`src/design/tafr_pkg.sv`:
```
package tafr_pkg;

	localparam int TILES      = 256;
	localparam int MAX_FRAMES = 16;
	localparam int US_PER_MS  = 1000;

	localparam int TILE_W    = (TILES > 1) ? $clog2(TILES) : 1;
	localparam int SLOT_W    = (MAX_FRAMES > 1) ? $clog2(MAX_FRAMES) : 1;
	localparam int CNT_W     = $clog2(MAX_FRAMES + 1);
	localparam int ADDR_W    = (TILES * MAX_FRAMES > 1) ? $clog2(TILES * MAX_FRAMES) : 1;
	localparam int TOT_W     = 32 + $clog2(MAX_FRAMES);
	localparam int REM_W     = TOT_W + 1;
	localparam int DIV_STEPS = 64;
	localparam int DCNT_W    = $clog2(DIV_STEPS + 1);

	localparam int MS_DIG_W  = 16;
	localparam int MS_DIGITS = 64 / MS_DIG_W;
	localparam int MCNT_W    = $clog2(MS_DIGITS + 1);
	localparam int MSR_W     = $clog2(US_PER_MS);
	localparam int MSP_W     = MSR_W + MS_DIG_W;
	localparam int MS_SHIFT  = MSP_W + MSR_W;
	localparam int RCP_W     = MS_SHIFT - MSR_W + 1;
	localparam int MSM_W     = MSP_W + RCP_W;
	localparam logic [RCP_W-1:0] MS_RECIP =
		RCP_W'(((64'd1 << MS_SHIFT) + 64'(US_PER_MS - 1)) / 64'(US_PER_MS));

	typedef enum logic [1:0] {
		ACT_LOAD    = 2'd0,
		ACT_TICK    = 2'd1,
		ACT_RESOLVE = 2'd2,
		ACT_CLEAR   = 2'd3
	} action_t;

	typedef struct packed {
		action_t            action;
		logic [31:0]        tile_id;
		logic [3:0]         frame_slot;
		logic [31:0]        frame_tile;
		logic [31:0]        duration_ms;
		logic               last_frame;
		logic signed [63:0] now_us;
	} in_word_t;

	typedef struct packed {
		logic [CNT_W-1:0]  cnt;
		logic [SLOT_W-1:0] cur;
		logic [31:0]       el;
	} tile_state_t;

	typedef enum logic [4:0] {
		CMD_NONE,
		CMD_CAPTURE,
		CMD_CLEAR,
		CMD_START_TIME,
		CMD_DIFF,
		CMD_DMS_LATCH,
		CMD_STORE_WR,
		CMD_TSTATE_RD_IN,
		CMD_TSTATE_RD_T,
		CMD_TILE_LOAD,
		CMD_DUR_RD,
		CMD_WALK_STEP,
		CMD_MOD_START,
		CMD_MOD_DONE,
		CMD_TSTATE_WB,
		CMD_TILE_NEXT,
		CMD_RES_RD,
		CMD_EMIT_LOAD,
		CMD_EMIT_SELF,
		CMD_EMIT_STORE
	} dp_cmd_t;

	typedef struct packed {
		action_t act;
		logic    load_bad;
		logic    started;
		logic    div_busy;
		logic    div_q_zero;
		logic    tile_n_zero;
		logic    walk_stop;
		logic    walk_full;
		logic    pass;
		logic    last_tile;
		logic    res_hit;
		logic    out_free;
	} dp_stat_t;

endpackage

```
`src/design/tafr_ctrl.sv`:
```
module tafr_ctrl (
	input  logic               clk,
	input  logic               arst_n,
	input  logic               req_valid,
	output logic               req_ready,
	input  tafr_pkg::dp_stat_t stat,
	output tafr_pkg::dp_cmd_t  cmd
);
	import tafr_pkg::*;

	typedef enum logic [3:0] {
		S_IDLE, S_DECODE, S_EMIT_LD, S_RES_CHK, S_RES_ST, S_RES_SELF, S_DIV_WAIT,
		S_T_RD, S_T_LOAD, S_W_RD, S_W_CHK, S_MOD_GO, S_MOD_WAIT, S_WB, S_T_NEXT
	} state_t;

	state_t state_q, state_nx;

	always_ff @(posedge clk or negedge arst_n) begin
		if (!arst_n) begin
			state_q <= S_IDLE;
		end else begin
			state_q <= state_nx;
		end
	end

	assign req_ready = (state_q == S_IDLE);

	always_comb begin
		state_nx = state_q;
		cmd      = CMD_NONE;
		unique case (state_q)
			S_IDLE: begin
				if (req_valid) begin
					cmd      = CMD_CAPTURE;
					state_nx = S_DECODE;
				end
			end
			S_DECODE: begin
				unique case (stat.act)
					ACT_LOAD: begin
						if (!stat.load_bad) cmd = CMD_STORE_WR;
						state_nx = S_EMIT_LD;
					end
					ACT_TICK: begin
						if (!stat.started) begin
							cmd      = CMD_START_TIME;
							state_nx = S_IDLE;
						end else begin
							cmd      = CMD_DIFF;
							state_nx = S_DIV_WAIT;
						end
					end
					ACT_RESOLVE: begin
						cmd      = CMD_TSTATE_RD_IN;
						state_nx = S_RES_CHK;
					end
					ACT_CLEAR: begin
						cmd      = CMD_CLEAR;
						state_nx = S_IDLE;
					end
					default: state_nx = S_IDLE;
				endcase
			end
			S_EMIT_LD: begin
				if (stat.out_free) begin
					cmd      = CMD_EMIT_LOAD;
					state_nx = S_IDLE;
				end
			end
			S_RES_CHK: begin
				if (stat.res_hit) begin
					cmd      = CMD_RES_RD;
					state_nx = S_RES_ST;
				end else begin
					state_nx = S_RES_SELF;
				end
			end
			S_RES_ST: begin
				if (stat.out_free) begin
					cmd      = CMD_EMIT_STORE;
					state_nx = S_IDLE;
				end
			end
			S_RES_SELF: begin
				if (stat.out_free) begin
					cmd      = CMD_EMIT_SELF;
					state_nx = S_IDLE;
				end
			end
			S_DIV_WAIT: begin
				if (!stat.div_busy) begin
					cmd      = CMD_DMS_LATCH;
					state_nx = stat.div_q_zero ? S_IDLE : S_T_RD;
				end
			end
			S_T_RD: begin
				cmd      = CMD_TSTATE_RD_T;
				state_nx = S_T_LOAD;
			end
			S_T_LOAD: begin
				if (stat.tile_n_zero) begin
					state_nx = S_T_NEXT;
				end else begin
					cmd      = CMD_TILE_LOAD;
					state_nx = S_W_RD;
				end
			end
			S_W_RD: begin
				cmd      = CMD_DUR_RD;
				state_nx = S_W_CHK;
			end
			S_W_CHK: begin
				if (stat.walk_stop) begin
					state_nx = S_WB;
				end else begin
					cmd = CMD_WALK_STEP;
					if (!stat.walk_full) state_nx = S_W_RD;
					else if (!stat.pass) state_nx = S_MOD_GO;
					else state_nx = S_WB;
				end
			end
			S_MOD_GO: begin
				cmd      = CMD_MOD_START;
				state_nx = S_MOD_WAIT;
			end
			S_MOD_WAIT: begin
				if (!stat.div_busy) begin
					cmd      = CMD_MOD_DONE;
					state_nx = S_W_RD;
				end
			end
			S_WB: begin
				cmd      = CMD_TSTATE_WB;
				state_nx = S_T_NEXT;
			end
			S_T_NEXT: begin
				if (stat.last_tile) begin
					state_nx = S_IDLE;
				end else begin
					cmd      = CMD_TILE_NEXT;
					state_nx = S_T_RD;
				end
			end
			default: state_nx = S_IDLE;
		endcase
	end

endmodule

```
`config.mk`:
```
export PLATFORM = sky130hd
export DESIGN_NAME = tafr_ctrl
export DESIGN_NICKNAME = d
export VERILOG_FILES = /design/src/design/tafr_pkg.sv /design/src/design/tafr_ctrl.sv
export SDC_FILE = /design/constraint.sdc
export NUM_CORES = 1
export LEC_CHECK = 0
export BUFFER_PORTS_ARGS = -buffer_cell sky130_fd_sc_hd__buf_4
export CORE_UTILIZATION = 55
export DETAILED_ROUTE_END_ITERATION = 8
export MAX_ROUTING_LAYER = met4
export PLACE_DENSITY = 0.94
export SLEW_MARGIN = 20
export SYNTH_ARGS = -nofsm -noshare
export SYNTH_HDL_FRONTEND = slang
export SYNTH_SLANG_ARGS = --single-unit
export TNS_END_PERCENT = 50
```
`constraint.sdc`:
```
create_clock -name clk -period 3.7 [get_ports clk]
set_input_delay 0.185 -clock clk [delete_from_list [all_inputs] [get_ports clk]]
set_output_delay 0.185 -clock clk [all_outputs]
set_load 0.01 [all_outputs]
```
# After elaboration in Yosys (flattened, before gate mapping)
# Cells that the tools add are included.
# totals
ff_bits	4
inputBits	16
wordCells	54
# classes
n_eq_ne	21
mux	28
reduce_logical	4
# op_table
cell	n
$pmux 5 s15	1
$pmux 4 s13	1
$mux 4	8
$mux 3	10
$eq 4x4->1 const B	7
$mux 5	4
$pmux 5 s4	1
$eq 4x3->1 const B	4
$pmux 4 s4	1
$eq 4x2->1 const B	2
$ne 2x2->1 const B	3
$eq 2x2->1 const B	2
$eq 4x1->1 const B	1
$logic_not 4->1	1
$reduce_and 4->1	1
$reduce_or 3->1	1
$eq 2x1->1 const B	1
$logic_not 2->1	1
$mux 1	2
$ne 2x1->1 const B	1

# Depth between registers and ports, before layout
# Gate-level depths: netlist (run 1).
# logic_depth
word_depth	4
ltp_mapped	7
depth_no_buf	4

# Least setup slack after synthesis (run 1)
# Ideal clock, no wire load.
# synth_path
path_kind	reg-to-output
startpoint	reg state_q[2]
endpoint	out cmd[0]
t_arrival_ns	1.466
slack_ns	2.049
stages_incl_launch_ff	6
path_cell_list	dfrtp_1 -> buf_6 -> or4b_4 -> nor4b_2 -> nor4_1 -> o21ai_1
# synth_between
elab_chain_len	2
word_cells_on_any_way	16
cone_classes	14 x eq/ne; 1 x mux; 1 x reduce/logical
# synth_rtl
element	line	text
start, declared	tafr_ctrl.sv:16	state_t state_q, state_nx;
start signal, assigned	tafr_ctrl.sv:22	state_q <= state_nx;
$eq 4x4->1 (tied with other cells)	tafr_ctrl.sv:31	unique case (state_q)
$pmux 5 s15 *	tafr_ctrl.sv:31	
end, declared	tafr_ctrl.sv:7	output tafr_pkg::dp_cmd_t cmd
# Mark *: on every way between the ends. The rest lies on a longest branch, timed or not.

# Worst setup path after layout (run 1)
# layout_path
startpoint	reg state_q[1]
endpoint	out cmd[0]
# Same word-level chain as after synthesis.

==> run summary, run 1 <==
Max cap viols -> 0
Core area -> 1300 um^2
DRT Wirelength -> 2070 um
Maximum vdd drop -> 0.350 mV
DRC viols -> 0
H-tree depth -> 1
Worst Tran Pin Value -> 0.814 ns
Syn nets -> 114
Tmin final -> 2.41 ns
Period Utilization, post-route -> 0.651
Vias -> 889
Biggest regs -> state_q x4
Root buf cell -> clkbuf_4
Clock Skews -> 0.00630 ns
Worst-path clk slew -> 0.04 ns
Post-synth EDFFs -> 0
Worst-Skew Late Latency -> 0.23 ns
Crit path kind -> flop to output port
Placed Area -> 881 um^2
Unrepaired setup endpoints after global routing -> false
CP required -> 3.51 ns
P&R area growth vs syn -> 19.3%
Grt ovf -> 0
Post-DP HPWL -> 1490 um
Pins Over Slew Limit -> 0
Final ANT Viol Nets -> 0
Netlist cell types -> 42
Synthesized instance count -> 98
Clock sinks -> 4
Die Ht -> 39.3 um
Die area -> 1550 um^2
Fmax -> 0.415 GHz
Multi-input gate area -> 586 um^2
Crit-path cells -> or3b_1, o32ai_1, nor4_1, o21ai_1, buf_4
Max Root-Sink Buffers -> 2
Initial antenna violation count -> 0
Yosys reg bits -> 4
Setup TNS Final -> 0 ns
DRT Pass-1 Iters -> 4
Startpoint types -> flop
DR vias/cell -> 6.89
Num ports -> 22
Layout cell share with drive strength beyond 1 -> 0.263
Hold Path Class -> input port to flop
Synth async-reset ratio -> 1.00
Total CTS buffers -> 3
Ys Warns -> 0
RePlAce Congestion -> 0.949
Number of global-route vias before repair -> 727
Row count -> 13
Crit path largest cell delay -> 0.87 ns
Max FO, Critical Path -> 28
P_leak -> 0.341 nW
Register area share after synthesis -> 0.131
Syn Std Cell Area -> 766 um^2
CTS tree -> done
Worst slew margin -> 0.458
CP Capture Type -> output port
Nets -> 132
Max reg flops -> 4
Die Wd -> 39.3 um
IO Port Bufs -> 21
DR iter-0 viols -> 45
Hold Vio Cnt, Final -> 0
Max stage delay cell, worst path -> dfrtp_1
Setup Viol. Count Final -> 0
Largest net degree at the start of global routing -> 29
All-layer global routing usage -> 0.296
Top FF cell, synth -> dfrtp_1
Reg with most FFs -> state_q
Commonest non-fill, non-tap cell in the layout -> buf_4
Syn Area/Cell -> 7.81 um^2
Outcome -> finished, final reports clean
Register area -> 100 um^2
First-pass GRT wire length -> 3080 um
Final Cell Area -> 913 um^2
# fillers -> 102
Pwr/cell area -> 663 nW/um^2
Commonest non-fill, non-tap cells in the layout -> buf_4 (21), a21oi_1 (11), nand2b_1 (11)
Initial Util -> 0.588
Ant. Diodes -> 0
Wire length per cell -> 16.0 um
WP data arrival -> 2.22 ns
-- worst max-delay path, delay by kind of cell (launching register included) --
| kind | cells | cell delay (ns) |
|---|---|---|
| flip-flops | 1 | 0.87 |
| buffers and inverters | 1 | 0.13 |
| AND/OR/NAND/NOR | 2 | 0.55 |
| AO/OA/AOI/OAI | 2 | 0.44 |
-- cell families (layout without fill, tap and decap cells) --
logic type	Yosys count	in the layout	share of synthesized area
muxes	2	2	0.0261
AOI/OAI and AO/OA	33	33	0.335
DFF	4	4	0.131
and+or+nand+nor	45	45	0.404
buffers and inverters	14	30	0.105
-- cells in the mapped netlist (2+ instances only) --
master / n / area share
inv_1: 5 / 0.025
o21ai_0: 3 / 0.020
nor2b_1: 2 / 0.016
nor4_1: 7 / 0.057
o211ai_1: 2 / 0.020
or4bb_1: 2 / 0.029
nor2_1: 4 / 0.020
buf_4: 2 / 0.020
buf_6: 2 / 0.029
or3_1: 2 / 0.016
nand2b_1: 11 / 0.090
nand2_1: 2 / 0.0098
o22ai_1: 2 / 0.016
buf_2: 4 / 0.026
mux2i_1: 2 / 0.026
dfrtp_1: 4 / 0.13
a311oi_1: 2 / 0.023
a21oi_1: 11 / 0.072
o32ai_1: 2 / 0.023
nor3_1: 3 / 0.020
nand4b_1: 2 / 0.023
nand3b_1: 2 / 0.020
-- stage by stage --
stage          power [mW]  hold WS (ns)  setup slack [ns]  instances   util
5_1_grt             0.656         0.195              1.17        129  0.702
4_1_cts             0.597         0.195              1.33        129  0.702
2_1_floorplan       0.445        -0.111              2.05         98      -
6_report            0.605         0.200              1.29        129  0.702
3_3_place_gp        0.528       -0.0209              1.66        125  0.677
3_5_place_dp        0.540       -0.0166              1.57        125  0.677
-- final timing paths --
path | startpoint | slack, ns | cells after the start | end
min reg2reg | state_q[3]$_DFFE_PN0P_ | 0.89 | 1 | state_q[3]$_DFFE_PN0P_
min in group asynchronous | arst_n | 0.29 | 2 | state_q[2]$_DFFE_PN0P_
max reg2reg | state_q[1]$_DFFE_PN0P_ | 1.69 | 4 | state_q[2]$_DFFE_PN0P_
max in group asynchronous | arst_n | 3.31 | 2 | state_q[0]$_DFFE_PN0P_
max | state_q[1]$_DFFE_PN0P_ | 1.29 | 5 | cmd[0]
min | stat[0] | 0.20 | 2 | state_q[0]$_DFFE_PN0P_
-- timing repair --
action / CTS / global route
hold buffers: 1 / 0
resized for setup: 0 / 0
endpoints found under the hold margin: 4 / 0
buffers inserted: 0 / 0
-- layout make-up --
class,instances,share of cell area
multi-input combinational,80,0.641
timing repair buffer,22,0.184
inverter,5,0.0205
sequential,4,0.110
clock buffer,3,0.0247
tap,15,0.0205
-- per-layer routing --
layer | GRT usage | share of wire | up-vias
li1 | - | - | 418
met1 | 0.378 | 0.42 | 419
met2 | 0.458 | 0.50 | 46
met3 | 0.0795 | 0.067 | 6
met4 | 0.0862 | 0.012 | 0
met5 | - | 0 | -
-- power by group --
part	internal [mW]	total, mW	switching, mW	leakage (nW)
combinational	0.204	0.399	0.194	0.275
clock	0.0363	0.0539	0.0176	0.0138
sequential	0.0598	0.153	0.0928	0.0520
(Power assumes the default switching activity.)
==> inputs of run 2 (changes only) <==
ABC_AREA = 1   (was unset)
CORE_UTILIZATION = 49   (was 55)
PLACE_DENSITY = 0.88   (was 0.94)
clock period = 2.3 ns   (was 3.7 ns; I/O delays follow)
==> run 2 against run 1 <==
Register-to-register slack worse by 0.77 ns. Clock power up 62%. Utilization up 3.9 points. Worst setup slack got worse by 0.69 ns. Critical path type unchanged. Critical endpoint unchanged. Largest power group unchanged.
==> run summary, run 2 <==
Outcome -> finished, final reports clean
CTS tree -> done
Max cap viols -> 0
Pins Over Slew Limit -> 0
Syn Area/Cell -> 5.16 um^2
Yosys reg bits -> 4
Top FF cell, synth -> dfrtp_1
Worst-path clk slew -> 0.04 ns
Post-DP HPWL -> 1490 um
Final non-filler cell total -> 169
Layout cell share with drive strength beyond 1 -> 0.265
Netlist cell types -> 17
Core area -> 1190 um^2
Startpoint types -> flop
Inst Count DP -> 165
Root buf cell -> clkbuf_4
H-tree depth -> 1
Biggest regs -> state_q x4
Unrepaired setup endpoints after global routing -> false
Die area -> 1520 um^2
Initial antenna violation count -> 0
Count leader, synth -> nand2_1
Number of global-route vias before repair -> 736
Crit-path cells -> nor2_2, nand2_1, nor3_1, nor2_1, nand3b_1, buf_4
Pint -> 0.416 mW
Syn nets -> 146
Max reg flops -> 4
Post-synth EDFFs -> 0
Post-synth top area share -> 0.285
Most common library cells after synthesis -> nand2_1 (51), nor2_1 (19), nand3_1 (18), inv_1 (12), nand2_2 (5)
P&R area growth vs syn -> 31.0%
DR iter-0 viols -> 57
Commonest non-fill, non-tap cell in the layout -> nand2_1
CP Capture Type -> output port
P_leak -> 0.561 nW
Setup TNS Final -> 0 ns
IO Port Bufs -> 21
Ys Warns -> 0
Postcts setup bufs -> 0
Register area share after synthesis -> 0.149
# fillers -> 105
Row count -> 12
Worst-Skew Late Latency -> 0.24 ns
Ant. Diodes -> 0
Crit path kind -> flop to output port
Hold Path Class -> input port to asynchronous set/reset pin
All-layer global routing usage -> 0.295
CP required -> 2.18 ns
Max FO, Critical Path -> 6
Max stage delay cell, worst path -> dfrtp_1
Maximum vdd drop -> 0.843 mV
Register area -> 100 um^2
Seq pwr share -> 0.182
Final hold slack -> 0.212 ns
Final Cell Area -> 878 um^2
Placed Area -> 846 um^2
Period Utilization, post-route -> 0.740
Synth area leaders -> nand2_1 (29%), dfrtp_1 (15%), nand3_1 (13%), nor2_1 (11%), inv_1 (6.7%)
DRC viols -> 0
Cell family with most CP delay -> simple AND/OR/NAND/NOR gates
Total power draw -> 0.912 mW
Crit path buf inv count -> 1
Pre-CTS WS -> 0.874 ns
Sw Share -> 0.544
RePlAce Congestion -> 0.938
Worst slew margin -> 0.805
Reg with most FFs -> state_q
Tmin final -> 1.70 ns
Sw power -> 0.496 mW
Pwr/cell area -> 1040 nW/um^2
WP data arrival -> 1.59 ns
Setup Viol. Count Final -> 0
Crit path largest cell delay -> 0.46 ns
CTS resizes -> 0
Die Ht -> 39.0 um
Total CTS buffers -> 3
Worst Tran Pin Value -> 0.292 ns
Multi-input gate area -> 510 um^2
Synth area leader -> nand2_1
Nets -> 173
DRT Pass-1 Iters -> 4
Clk pwr share -> 0.096
Hold_buf cts -> 1
Max Root-Sink Buffers -> 2
Core Util, Final -> 0.741
Wire length per cell -> 10.9 um
Syn Std Cell Area -> 671 um^2
Synth async-reset ratio -> 1.00
Worst Setup Slack, final -> 0.597 ns
Final ANT Viol Nets -> 0
Grt ovf -> 0
Clock sinks -> 4
Hold Vio Cnt, Final -> 0
Largest net degree at the start of global routing -> 9
Vias -> 882
First-pass GRT wire length -> 2980 um
Synthesized instance count -> 130
Fmax -> 0.587 GHz
Die Wd -> 39.0 um
Num ports -> 22
Initial Util -> 0.565
DR vias/cell -> 5.22
Commonest non-fill, non-tap cells in the layout -> nand2_1 (51), buf_4 (21), nor2_1 (19)
DRT Wirelength -> 1830 um
Clock Skews -> 0.00625 ns
Logic pwr share -> 0.722
==> run 2: cell count changes after synthesis, sizes merged, moves of 3 or more <==
cell    previous run  this run
a21oi             11         2
nor4               7         0
nand3              0        19
nor2               4        26
inv                5        15
a311oi             3         0
o32ai              3         0
buf                8         0
nand2              2        56
nand2b            11         0
==> run 2: layout make-up <==
class	instances	area share
well taps	14	0.0199
flip-flops and latches	4	0.114
clock buffers	3	0.0256
inverters	16	0.0684
repair buffers	22	0.191
multi-input cells	110	0.581
==> run 2: metal layers <==
layer  share of wire  GRT usage  up-vias
met5               0          -        -
li1                -          -      454
met3           0.080     0.0751        2
met4          0.0044     0.0431        0
met1            0.47      0.388      379
met2            0.45      0.463       47
==> run 2: worst paths after layout <==
kind	from	to	slack, ns	depth (start not counted)
max reg2reg	state_q[3]$_DFFE_PN0P_	state_q[1]$_DFFE_PN0P_	0.92	7
min reg2reg	state_q[1]$_DFFE_PN0P_	state_q[1]$_DFFE_PN0P_	0.64	2
max in group asynchronous	arst_n	state_q[0]$_DFFE_PN0P_	1.98	2
max	state_q[3]$_DFFE_PN0P_	cmd[0]	0.60	6
min in group clk	stat[8]	state_q[1]$_DFFE_PN0P_	0.23	5
min	arst_n	state_q[1]$_DFFE_PN0P_	0.21	2
==> run 2: power by group through the flow <==
stage                     clock network, mW  logic, mW  registers, mW
after floorplan                           0      0.444          0.152
after global placement                    0      0.649          0.160
after detailed placement                  0      0.648          0.164
after CTS                            0.0918      0.653          0.163
after global routing                 0.0943      0.737          0.171
final                                0.0874      0.658          0.166
==> run 2: cell families (layout without fill, tap and decap cells) <==
kind of cell | after synthesis | in the layout | synth area share
buffers and inverters | 16 | 41 | 0.0895
and+or+nand+nor | 106 | 106 | 0.731
AOI/OAI and AO/OA | 4 | 4 | 0.0299
DFF | 4 | 4 | 0.149
==> inputs of run 3 (changes only) <==
ABC_AREA = 0   (was 1)
CORE_UTILIZATION = 46   (was 49)
PLACE_DENSITY = 0.85   (was 0.88)
clock period = 1.5 ns   (was 2.3 ns; I/O delays follow)
==> run 3 against run 2 <==
The flow now finishes with violations (negative setup slack). Global-route usage grew 6.2 points. Wire length increased by 62%. Flip-flop and latch count is the same. Worst setup slack worse by 0.95 ns. Combinational power rose to 2.9 times the previous value. Sequential power grew 48%. Hold slack got worse by 0.14 ns. Utilization increased by 11 points. Critical path type unchanged.
==> run summary, run 3 (synthesized netlist as in run 1, its figures left out) <==
Startpoint types -> flop
Hold Vio Cnt, Final -> 0
Setup Viol. Count Final -> 8
Setup TNS Final -> -2.33 ns
Max reg flops -> 4
CP Capture Type -> output port
Root buf cell -> clkbuf_4
Total CTS buffers -> 3
Pre-CTS WS -> -0.268 ns
Reg with most FFs -> state_q
Clock Skews -> 0.000710 ns
Commonest non-fill, non-tap cells in the layout -> buf_4 (53), nand2b_1 (10), a21oi_1 (7)
Die Wd -> 42.8 um
Pwr/cell area -> 1770 nW/um^2
Post-DP HPWL -> 2020 um
P&R area growth vs syn -> 69.0%
Final non-filler cell total -> 167
Layout cell share with drive strength beyond 1 -> 0.550
DR vias/cell -> 6.54
DR iter-0 viols -> 40
Core area -> 1520 um^2
Tmin final -> 1.86 ns
Largest net degree at the start of global routing -> 9
Worst Setup Slack, final -> -0.358 ns
Multi-input gate area -> 663 um^2
Worst slew margin -> 0.721
Biggest regs -> state_q x4
Max FO, Critical Path -> 7
Number of global-route vias before repair -> 1083
Vias -> 1092
Wire length per cell -> 17.7 um
Maximum vdd drop -> 1.05 mV
Worst-path clk slew -> 0.04 ns
Row count -> 14
RePlAce Congestion -> 0.937
Initial Util -> 0.502
CTS tree -> done
Ant. Diodes -> 0
Die area -> 1830 um^2
Final hold slack -> 0.0774 ns
Violated checks -> negative setup slack
Nets -> 169
Outcome -> finished, violations left
Pins Over Slew Limit -> 0
Max cap viols -> 0
DRC viols -> 0
Grt ovf -> 0
Period Utilization, post-route -> 1.24
Die Ht -> 42.8 um
CP required -> 1.42 ns
Register area -> 105 um^2
Num ports -> 22
Hold Path Class -> input port to flop
Clock sinks -> 4
IO Port Bufs -> 21
First-pass GRT wire length -> 4780 um
Inst Count DP -> 157
H-tree depth -> 1
# fillers -> 81
All-layer global routing usage -> 0.357
Worst Tran Pin Value -> 0.409 ns
Initial antenna violation count -> 0
DRT Pass-1 Iters -> 4
Worst-Skew Late Latency -> 0.24 ns
Max Root-Sink Buffers -> 2
Crit path kind -> flop to output port
P_leak -> 0.543 nW
WP data arrival -> 1.78 ns
Fmax -> 0.538 GHz
Unrepaired setup endpoints after global routing -> true
Final ANT Viol Nets -> 0
Total power draw -> 2.29 mW
DRT Wirelength -> 2960 um
Commonest non-fill, non-tap cell in the layout -> buf_4
-- run 3: cell count changes in the layout (fill, tap and decap cells not counted), moves of 5 or more --
cell / delta
nor2_1: -15
nand2_1: -49
nand3_1: -18
inv_1: -7
nand2_2: -5
buf_6: +5
buf_4: +32
a21oi_1: +5
nand2b_1: +10
-- run 3: area by class of cell --
class | instances | share of cell area
inverters | 5 | 0.0145
repair buffers | 59 | 0.359
clock buffers | 3 | 0.0174
well taps | 16 | 0.0155
multi-input cells | 80 | 0.513
flip-flops and latches | 4 | 0.0812
-- run 3: path summary, 6_finish.rpt --
kind / startpoint / endpoint / slack, ns / depth (start not counted)
hold / removal: stat[0] / state_q[0]$_DFFE_PN0P_ / 0.08 / 2
setup / recovery: state_q[1]$_DFFE_PN0P_ / cmd[4] / -0.36 / 6
setup reg to reg: state_q[2]$_DFFE_PN0P_ / state_q[2]$_DFFE_PN0P_ / -0.30 / 8
min in group asynchronous: arst_n / state_q[1]$_DFFE_PN0P_ / 0.22 / 2
hold reg to reg: state_q[3]$_DFFE_PN0P_ / state_q[3]$_DFFE_PN0P_ / 0.70 / 2
max in group asynchronous: arst_n / state_q[0]$_DFFE_PN0P_ / 1.17 / 2
-- run 3: where the power goes --
group	switching, mW	internal [mW]	total (mW)
clock	0.0452	0.0896	0.135
combinational	0.884	1.02	1.91
sequential	0.0854	0.160	0.245
-- run 3: critical path, cell delays in order, from the launching register on --
cell and delay (ns):
dfrtp_2 0.43, buf_4 0.17, or3b_2 0.50, a21oi_2 0.16, a41oi_1 0.05, nor2_1 0.10
buf_4 0.12
-- run 3: timing repair --
item | 4_1_cts | 5_1_grt
buffers inserted | 6 | 0
pin swaps | 7 | 2
hold endpoints to repair | 4 | 0
cloned | 0 | 0
gates resized for setup | 14 | 11
hold buffers | 1 | 0
setup endpoints to repair | 9 | 9
-- run 3: per-layer routing --
layer | global-route usage | up-vias | wire [um]
met1 | 0.403 | 527 | 1240
met5 | - | - | 0
li1 | - | 494 | -
met2 | 0.618 | 63 | 1510
met4 | 0.113 | 0 | 51
met3 | 0.0809 | 8 | 168
-- run 3: stage by stage --
stage | instance area [um^2] | utilization
2_1_floorplan | 766 | -
3_3_place_gp | 1110 | 0.732
3_5_place_dp | 1110 | 0.732
4_1_cts | 1240 | 0.814
5_1_grt | 1290 | 0.849
6_report | 1290 | 0.849
